===== src/rtl/cwg_pkg.sv =====
// Shared constants, codes and controller/datapath interface types for the weight-gradient engine.
package cwg_pkg;

    localparam int MAX_SIDE   = 32;
    localparam int MAX_FILTER = 8;

    localparam int ROW_W    = 5;
    localparam int VAL_W    = 16;
    localparam int TAP_W    = 3;
    localparam int SUM_W    = 48;
    localparam int PROD_W   = 2 * VAL_W;
    localparam int STRIDE_W = 4;
    localparam int FILT_W   = 4;
    localparam int SIZE_W   = 6;
    localparam int CFG_W    = 6;
    localparam int CFG_IDX_W = 2;
    localparam int WIN_W    = ROW_W + STRIDE_W;

    localparam int ACT_DEPTH = MAX_SIDE * MAX_SIDE;
    localparam int ACT_AW    = $clog2(ACT_DEPTH);
    localparam int SUM_DEPTH = MAX_FILTER * MAX_FILTER;
    localparam int SUM_AW    = $clog2(SUM_DEPTH);

    localparam int S_TDATA_W = 32;
    localparam int M_TDATA_W = 56;

    localparam logic [STRIDE_W-1:0] STRIDE_RST = STRIDE_W'(1);
    localparam logic [FILT_W-1:0]   FILTER_RST = FILT_W'(3);
    localparam logic [SIZE_W-1:0]   HEIGHT_RST = SIZE_W'(28);
    localparam logic [SIZE_W-1:0]   WIDTH_RST  = SIZE_W'(28);

    typedef enum logic [1:0] {
        REQ_LOAD  = 2'd0,
        REQ_GRAD  = 2'd1,
        REQ_CLEAR = 2'd2,
        REQ_READ  = 2'd3
    } req_t;

    typedef enum logic [CFG_IDX_W-1:0] {
        CFG_STRIDE = 2'd0,
        CFG_FILTER = 2'd1,
        CFG_HEIGHT = 2'd2,
        CFG_WIDTH  = 2'd3
    } cfg_idx_t;

    typedef struct packed {
        logic capture;
        logic act_write;
        logic tap_issue;
        logic sums_clear;
        logic push_ack;
        logic push_sum;
    } cwg_cmd_t;

    typedef struct packed {
        req_t req;
        logic item_err;
        logic tap_last;
        logic rd_last;
        logic pipe_busy;
        logic out_free;
    } cwg_stat_t;

endpackage


===== src/rtl/cwg_ctrl.sv =====
// Sequencing state machine: decodes each item and drives the datapath commands.
module cwg_ctrl
    import cwg_pkg::*;
(
    input  logic      clk,
    input  logic      rst_n,
    input  logic      s_tvalid,
    output logic      s_tready,
    input  cwg_stat_t stat,
    output cwg_cmd_t  cmd
);

    typedef enum logic [2:0] {
        ST_IDLE,
        ST_EXEC,
        ST_GRAD_RUN,
        ST_GRAD_DRAIN,
        ST_ACK,
        ST_READ_PUSH
    } state_t;

    state_t state_reg;
    state_t state_next;

    always_comb
    begin
        state_next = state_reg;
        cmd        = '0;
        s_tready   = 1'b0;
        unique case (state_reg)
            ST_IDLE:
            begin
                s_tready = 1'b1;
                if (s_tvalid)
                begin
                    cmd.capture = 1'b1;
                    state_next  = ST_EXEC;
                end
            end
            ST_EXEC:
            begin
                unique case (stat.req)
                    REQ_LOAD:
                    begin
                        cmd.act_write = !stat.item_err;
                        state_next    = ST_ACK;
                    end
                    REQ_GRAD:
                    begin
                        state_next = stat.item_err ? ST_ACK : ST_GRAD_RUN;
                    end
                    REQ_CLEAR:
                    begin
                        cmd.sums_clear = 1'b1;
                        state_next     = ST_ACK;
                    end
                    REQ_READ:
                    begin
                        cmd.tap_issue = 1'b1;
                        state_next    = ST_READ_PUSH;
                    end
                    default:
                    begin
                        state_next = ST_ACK;
                    end
                endcase
            end
            ST_GRAD_RUN:
            begin
                cmd.tap_issue = 1'b1;
                if (stat.tap_last)
                begin
                    state_next = ST_GRAD_DRAIN;
                end
            end
            ST_GRAD_DRAIN:
            begin
                if (!stat.pipe_busy)
                begin
                    state_next = ST_ACK;
                end
            end
            ST_ACK:
            begin
                if (stat.out_free)
                begin
                    cmd.push_ack = 1'b1;
                    state_next   = ST_IDLE;
                end
            end
            ST_READ_PUSH:
            begin
                if (stat.out_free)
                begin
                    cmd.push_sum = 1'b1;
                    if (stat.rd_last)
                    begin
                        state_next = ST_IDLE;
                    end
                    else
                    begin
                        cmd.tap_issue = 1'b1;
                    end
                end
            end
            default:
            begin
                state_next = ST_IDLE;
            end
        endcase
    end

    always_ff @(posedge clk or negedge rst_n)
    begin
        if (!rst_n)
        begin
            state_reg <= ST_IDLE;
        end
        else
        begin
            state_reg <= state_next;
        end
    end

endmodule


===== config.mk =====
export PLATFORM = sky130hd
export DESIGN_NAME = cwg_ctrl
export DESIGN_NICKNAME = d
export VERILOG_FILES = /design/src/rtl/cwg_pkg.sv /design/src/rtl/cwg_ctrl.sv
export SDC_FILE = /design/constraint.sdc
export NUM_CORES = 1
export LEC_CHECK = 0
export BUFFER_PORTS_ARGS = -buffer_cell sky130_fd_sc_hd__clkbuf_2
export CAP_MARGIN = 0
export CORE_AREA = 2 2 39 41
export DETAILED_ROUTE_END_ITERATION = 12
export DIE_AREA = 0 0 41 43
export GPL_TIMING_DRIVEN = 0
export RECOVER_POWER = 25
export SLEW_MARGIN = 20
export SYNTH_ARGS = -nofsm -noshare
export SYNTH_HDL_FRONTEND = slang
export SYNTH_SLANG_ARGS = --single-unit

===== constraint.sdc =====
create_clock -name clk -period 1.3 [get_ports clk]
set_input_delay 0.26 -clock clk [delete_from_list [all_inputs] [get_ports clk]]
set_output_delay 0.26 -clock clk [all_outputs]
set_load 0.02 [all_outputs]

== Word level (Yosys, flattened, before mapping) ==
Cells that the tools add are included.
Storage, ports and cells
  RAM bits: 0
  register bits after elaboration: 3
  input port bits: 10
  output and inout port bits: 7
  memory bits (read-only): 0
  logic and storage cells: 43
  latch bits: 0
  memories kept: 0
Operators by class
  divide/modulo/power cells: 0
  multipliers: 0
  shift operators: 0
  eq/ne operators: 14
  magnitude comparators: 0
  bitwise gates (word level): 0
  add/subtract/negate cells: 0
  reductions and logical operators: 5
  mux-type cells: 23
Operator list (number)
  $mux 3: 7
  $pmux 3 s6: 1
  $mux 1: 13
  $ne 2x2->1 const B: 6
  $pmux 3 s3: 1
  $eq 3x2->1 const B: 2
  $eq 3x3->1 const B: 2
  $reduce_and 6->1: 1
  $eq 2x2->1 const B: 2
  $eq 3x1->1 const B: 1
  $logic_not 3->1: 1
  $pmux 1 s3: 1
  $eq 2x1->1 const B: 1
  $logic_not 2->1: 1
  $reduce_or 2->1: 1
  $logic_not 1->1: 1

== Longest topological paths before layout ==
Gate-level depths: netlist of run 1.
  word-level depth: 4
  gate-level depth with buffers: 4
  gate-level depth less buffers: 3

== Worst setup path before layout of run 1 ==
Ideal clock, no wire load.
  kind: register to output
  from: reg state_reg[0]
  to: out cmd[5] in the netlist's numbering
  setup slack: -0.390 ns
  path buffers: 1
  data required time: 1.040 ns
  cell stages (with the launch flop): 4
  arrival time: 1.430 ns
  cell sequence: dfrtp_1 -> buf_2 -> nor3_1 -> and2_1
RTL lines
  start: declaration: RTL line cwg_ctrl.sv:22  | state_t state_reg;
  start signal: assignment: RTL line cwg_ctrl.sv:121  | state_reg <= state_next;
  end: declaration: RTL line cwg_ctrl.sv:10  | output cwg_cmd_t cmd

==> flow_summary.ini, run 1 <==
[sta]
fmax_mhz = 584
setup_viol = 7
relSlewSlack = 0.806
fin_setup_tns_ns = -1.95
slew_violations = 0
tightest_slew_ns = 0.291
hold-worst-slack_ns = 0.335
post-route-period-util = 1.32
layout_min_cycle_time_ns = 1.71
rsz0062_at_grt = yes
setup_ws_ns = -0.412
hold_viol = 0
finalClockSkew_ns = 0.000872

[layout]
final_common_cell = buf_4
layout-drive-gt1-share = 0.611
final_nets = 83
syn_to_final_growth_pct = 112
final_cell_mix = 11 x buf_4, 8 x clkbuf_2, 5 x buf_6
fillers = 132
fin_util = 0.467
largest_reg_flops = 3
antenna_cells = 0

[cts]
clk_latency_ns = 0.23
ctsHtreeMaxLevel = 1
cts_made_buffers = 3
cts-root-buf = clkbuf_4
cts_tree = yes
clk_path_buf_depth = 2
clock-sinks = 3
path_clk_slew_ns = 0.04

[hold_path]
min_path_type = in -> reg
whs_endpoint = state_reg[1]
min_from = stat[1]
holdPathStages = 3

[route]
wl_per_cell_microns = 13.9
vias_per_cell = 4.80
drtAntennaViolNets = 0
postRouteWirelength_mm = 1.22
drc = 0
vias = 422
drtPass1Iterations = 3
drt_iter0_drc = 4

[yosys]
yosysTopAreaCellShare = 0.246
ys_seq_area_frac = 0.246
yosysWarnings = 0
syn_avg_cell_area_sq_um = 7.45
synth_seq_cells = 3
syn-num-nets = 51
syn_area_sq_um = 305
synth_largest_area_cell = dfrtp_1
ys_top_cells_by_area = dfrtp_1 25%, nor3_1 8.2%, nand2_1 4.9%
synth_cell_types = 21
synth_cells = 41

[global_route]
grt_pass1_wl_mm = 1.44
track_usage = 0.119
grt_pass1_vias = 406
antenna_found_initial = 0
grt_max_degree = 11
grt-ovfl-total = 0

[power]
p_per_area_nw_per_um2 = 2150
ir_drop_uv = 614
p_leak_nw = 0.313

[setup_path]
path_max_fanout = 3
rr_endpoint = state_reg[0]
r2r_slack_ns = 0.02
setup.worst_path.class = reg -> out
cp.required_ns = 1.04
r2r_start = state_reg[1]
crit_arrival_ns = 1.45
cp-end-kind = output pin
reg2reg_depth = 5
start_kind = register

[die]
fp.dieH_microns = 43
ios = 17
initial_core_util = 0.221
core_area_sq_um = 1380
fp.dieW_microns = 41
row_count = 14
die_area_sq_um = 1760

[run_status]
outcome = finished, violations left
violations = setup timing

[placement]
routabilityCongestion = 0.707
io_buffers = 16
dp_hpwl_microns = 614
dp_slack_ns = -0.271

[flow_run]
maxCapViolCount = 0
==> layout make-up <==
| type | instances | area, sq um | area share |
|---|---|---|---|
| Timing Repair Buffer | 28 | 226 | 0.350 |
| Inverter | 2 | 7.51 | 0.0116 |
| Clock buffer | 4 | 26.3 | 0.0406 |
| Sequential cell | 3 | 75.1 | 0.116 |
| Multi-Input combinational cell | 33 | 269 | 0.416 |
| Buffer | 2 | 22.5 | 0.0348 |
| Tap cell | 16 | 20.0 | 0.0309 |
==> power by group <==
part / switching (mW) / internal (mW)
clock: 0.0517 / 0.115
combinational: 0.462 / 0.587
sequential: 0.0455 / 0.133
total: 0.559 / 0.835
==> timing repair <==
| action | 4_1_cts | 5_1_grt |
|---|---|---|
| endpoints found under the hold margin | 3 | 0 |
| gates cloned | 0 | 0 |
| buffers inserted | 4 | 7 |
| endpoints found under the setup margin | 7 | 8 |
| pin swaps | 1 | 5 |
| hold buffers | 1 | 0 |
| gates resized for setup | 15 | 17 |
==> metrics by stage <==
step	total power, mW	cell area (sq um)	cells
finish	1.39	647	88
CTS	1.13	556	82
global placement	0.774	433	73
global route	1.47	647	88
detailed placement	0.780	433	73
floorplan	0.641	333	41
==> synth_stat cells <==
| cell | n |
|---|---|
| or3_1 | 1 |
| nor3_1 | 5 |
| a32o_1 | 1 |
| nand2b_1 | 2 |
| a21oi_1 | 2 |
| o22ai_1 | 1 |
| and2_1 | 2 |
| nand2_1 | 4 |
| inv_1 | 2 |
| nand2b_4 | 1 |
| nor2b_1 | 2 |
| or3_4 | 1 |
| nor3b_1 | 2 |
| o21ai_0 | 2 |
| nand3b_1 | 1 |
| buf_2 | 2 |
| nor2_1 | 4 |
| a22o_1 | 1 |
| buf_6 | 1 |
| dfrtp_1 | 3 |
| nor3_2 | 1 |
==> metal layers <==
metal	global-route usage	part of all wire
met5	0	0
met4	0.0800	0.030
met3	0	0.041
met2	0.228	0.58
met1	0.107	0.35
==> cell families (layout without fill, tap and decap cells) <==
kind of cell	count (synthesis)	after routing	share of synthesized area
DFF	3	3	0.246
buffers and inverters	5	36	0.0943
AOI/OAI and AO/OA	7	7	0.148
and+or+nand+nor	26	26	0.512
==> worst max-delay path by stage <==
| stage | start | endpoint | cells after the start |
|---|---|---|---|
| 2_1_floorplan | state_reg[2] | cmd[4] | 4 |
| 3_3_place_gp | state_reg[1] | cmd[4] | 4 |
| 3_5_place_dp | state_reg[1] | cmd[4] | 4 |
| 4_1_cts | state_reg[2] | cmd[4] | 5 |
| 5_1_grt | state_reg[1] | cmd[4] | 4 |
| 6_report | state_reg[1] | cmd[4] | 4 |
==> worst max-delay path, stage by stage (launching register included) <==
cell	delay, ns
dfrtp_1	0.39
buf_6	0.13
or3_4	0.41
nor3_4	0.13
clkbuf_8	0.16
Power figures use the tool's default switching activity.
==> run 2: changes to the inputs <==
- clock period: 1.3 -> 1.65 ns (I/O delays scaled with it)
==> flow_summary.ini, run 2 (synthesis gave the netlist of run 1 again) <==
[setup_path]
cp_slowest_cell = or3_4
crit_arrival_ns = 1.42
cp-end-kind = output pin
cpLargestDelayFamily = simple AND/OR/NAND/NOR gates
path_cells = buf_6 -> or3_4 -> nor3_2 -> buf_4
start_kind = register
path_buf_inv = 2
cp.required_ns = 1.32
setup.worst_path.class = reg -> out
cpPeakStageDelay_ns = 0.40
path_max_fanout = 6

[placement]
dp_hpwl_microns = 596
placed_cells = 73
io_buffers = 16
dp_slack_ns = 0.0519
routabilityCongestion = 0.715

[sta]
fmax_mhz = 571
slew_violations = 0
hold_viol = 0
setup_viol = 3
tightest_slew_ns = 0.296
finalClockSkew_ns = 0.00390
relSlewSlack = 0.802
layout_min_cycle_time_ns = 1.75
setup_ws_ns = -0.101
post-route-period-util = 1.06
rsz0062_at_grt = yes

[layout]
multi_input_area_sq_um = 244
final_nets = 82
fin_cells = 87
layout-drive-gt1-share = 0.563
final_common_cell = clkbuf_2
seq_area_sq_um = 76.3
fillers = 139
largest_reg_flops = 3
final_cell_mix = 11 x clkbuf_2, 9 x buf_4, 6 x buf_6
syn_to_final_growth_pct = 91.0
antenna_cells = 0

[route]
drt_iter0_drc = 7
drc = 0
postRouteWirelength_microns = 946
wl_per_cell_microns = 10.9
drtAntennaViolNets = 0
drtPass1Iterations = 2
vias = 397
vias_per_cell = 4.56

[global_route]
grt_pass1_wl_mm = 1.15
use_met1 = 0.0906
grt_use_met3 = 0.0314
grt.met2_usage = 0.166
grt-ovfl-total = 0
grt_max_degree = 11
grt_pass1_vias = 307
track_usage = 0.0996
antenna_found_initial = 0
grt_busiest_layer = met2

[run_status]
outcome = finished, violations left
violations = setup timing

[die]
core_area_sq_um = 1380
fp.dieH_microns = 43
ios = 17
initial_core_util = 0.221
die_area_sq_um = 1760
fp.dieW_microns = 41
row_count = 14

[cts]
clk_path_buf_depth = 2
path_clk_slew_ns = 0.03
ctsHtreeMaxLevel = 1
clock-sinks = 3
cts-root-buf = clkbuf_4
cts_made_buffers = 3
cts_tree = yes
clk_latency_ns = 0.23

[hold_path]
min_path_type = in -> reg

[power]
ir_drop_uv = 447
combPwrFrac = 0.713
p_sw_frac = 0.406
seqPwrFrac = 0.153
power_mw = 0.950
p_int_mw = 0.565
p_switching_mw = 0.386
p_per_area_nw_per_um2 = 1630
p_clk_frac = 0.134
p_leak_nw = 0.284

[flow_run]
maxCapViolCount = 0
==> run 2: stage by stage <==
stage / hold slack (ns) / util / setup TNS (ns) / area (sq um)
floorplan: 0.0344 / - / 0 / 310
global placement: 0.127 / 0.297 / 0 / 410
detailed placement: 0.129 / 0.297 / 0 / 410
CTS: 0.415 / 0.351 / -0.350 / 485
global route: 0.424 / 0.421 / -0.333 / 583
finish: 0.409 / 0.421 / -0.153 / 583
==> run 2: what timing repair did <==
item / in CTS / in global routing
resized for setup: 6 / 21
setup buffers: 3 / 6
hold endpoints to repair: 3 / 0
gates cloned: 0 / 1
pin swaps: 1 / 5
setup endpoints to repair: 5 / 5
hold buffers: 1 / 0
==> run 2: final timing paths <==
| path | from | slack [ns] | cells past startpoint | end |
|---|---|---|---|---|
| setup / recovery | state_reg[1] | -0.10 | 4 | cmd[4] |
| hold reg to reg | state_reg[2] | 0.62 | 2 | state_reg[1] |
| setup reg to reg | state_reg[2] | 0.35 | 5 | state_reg[2] |
| min in group asynchronous | rst_n | 0.44 | 2 | state_reg[0] |
| max in group asynchronous | rst_n | 1.05 | 2 | state_reg[0] |
| hold / removal | stat[1] | 0.41 | 3 | state_reg[1] |
==> run 2: layout make-up <==
| type | count | share of cell area |
|---|---|---|
| multi-input combinational | 33 | 0.418 |
| timing repair buffer | 27 | 0.320 |
| sequential | 3 | 0.131 |
| clock buffer | 4 | 0.0451 |
| buffer | 2 | 0.0386 |
| tap | 16 | 0.0343 |
| inverter | 2 | 0.0129 |
==> run 2: metal layers <==
layer  wire length, microns  share of wire
met1                    388           0.41
met2                    531           0.56
met3                     26          0.027
met4                      0              0
met5                      0              0
==> run 2: worst reg2reg max path: stages (launching register included) <==
cell and delay, ns:
dfrtp_1 0.39, buf_6 0.15, buf_4 0.13, nand2b_1 0.08, a21oi_1 0.05, or3_1 0.37
==> run 2: power by group through the flow <==
| stage | Combinational, mW | Sequential, mW | Clock (mW) |
|---|---|---|---|
| after global placement | 0.441 | 0.131 | 0 |
| after global routing | 0.731 | 0.147 | 0.141 |
| after CTS | 0.515 | 0.129 | 0.129 |
| final | 0.678 | 0.145 | 0.127 |
| after floorplan | 0.346 | 0.126 | 0 |
| after detailed placement | 0.450 | 0.131 | 0 |
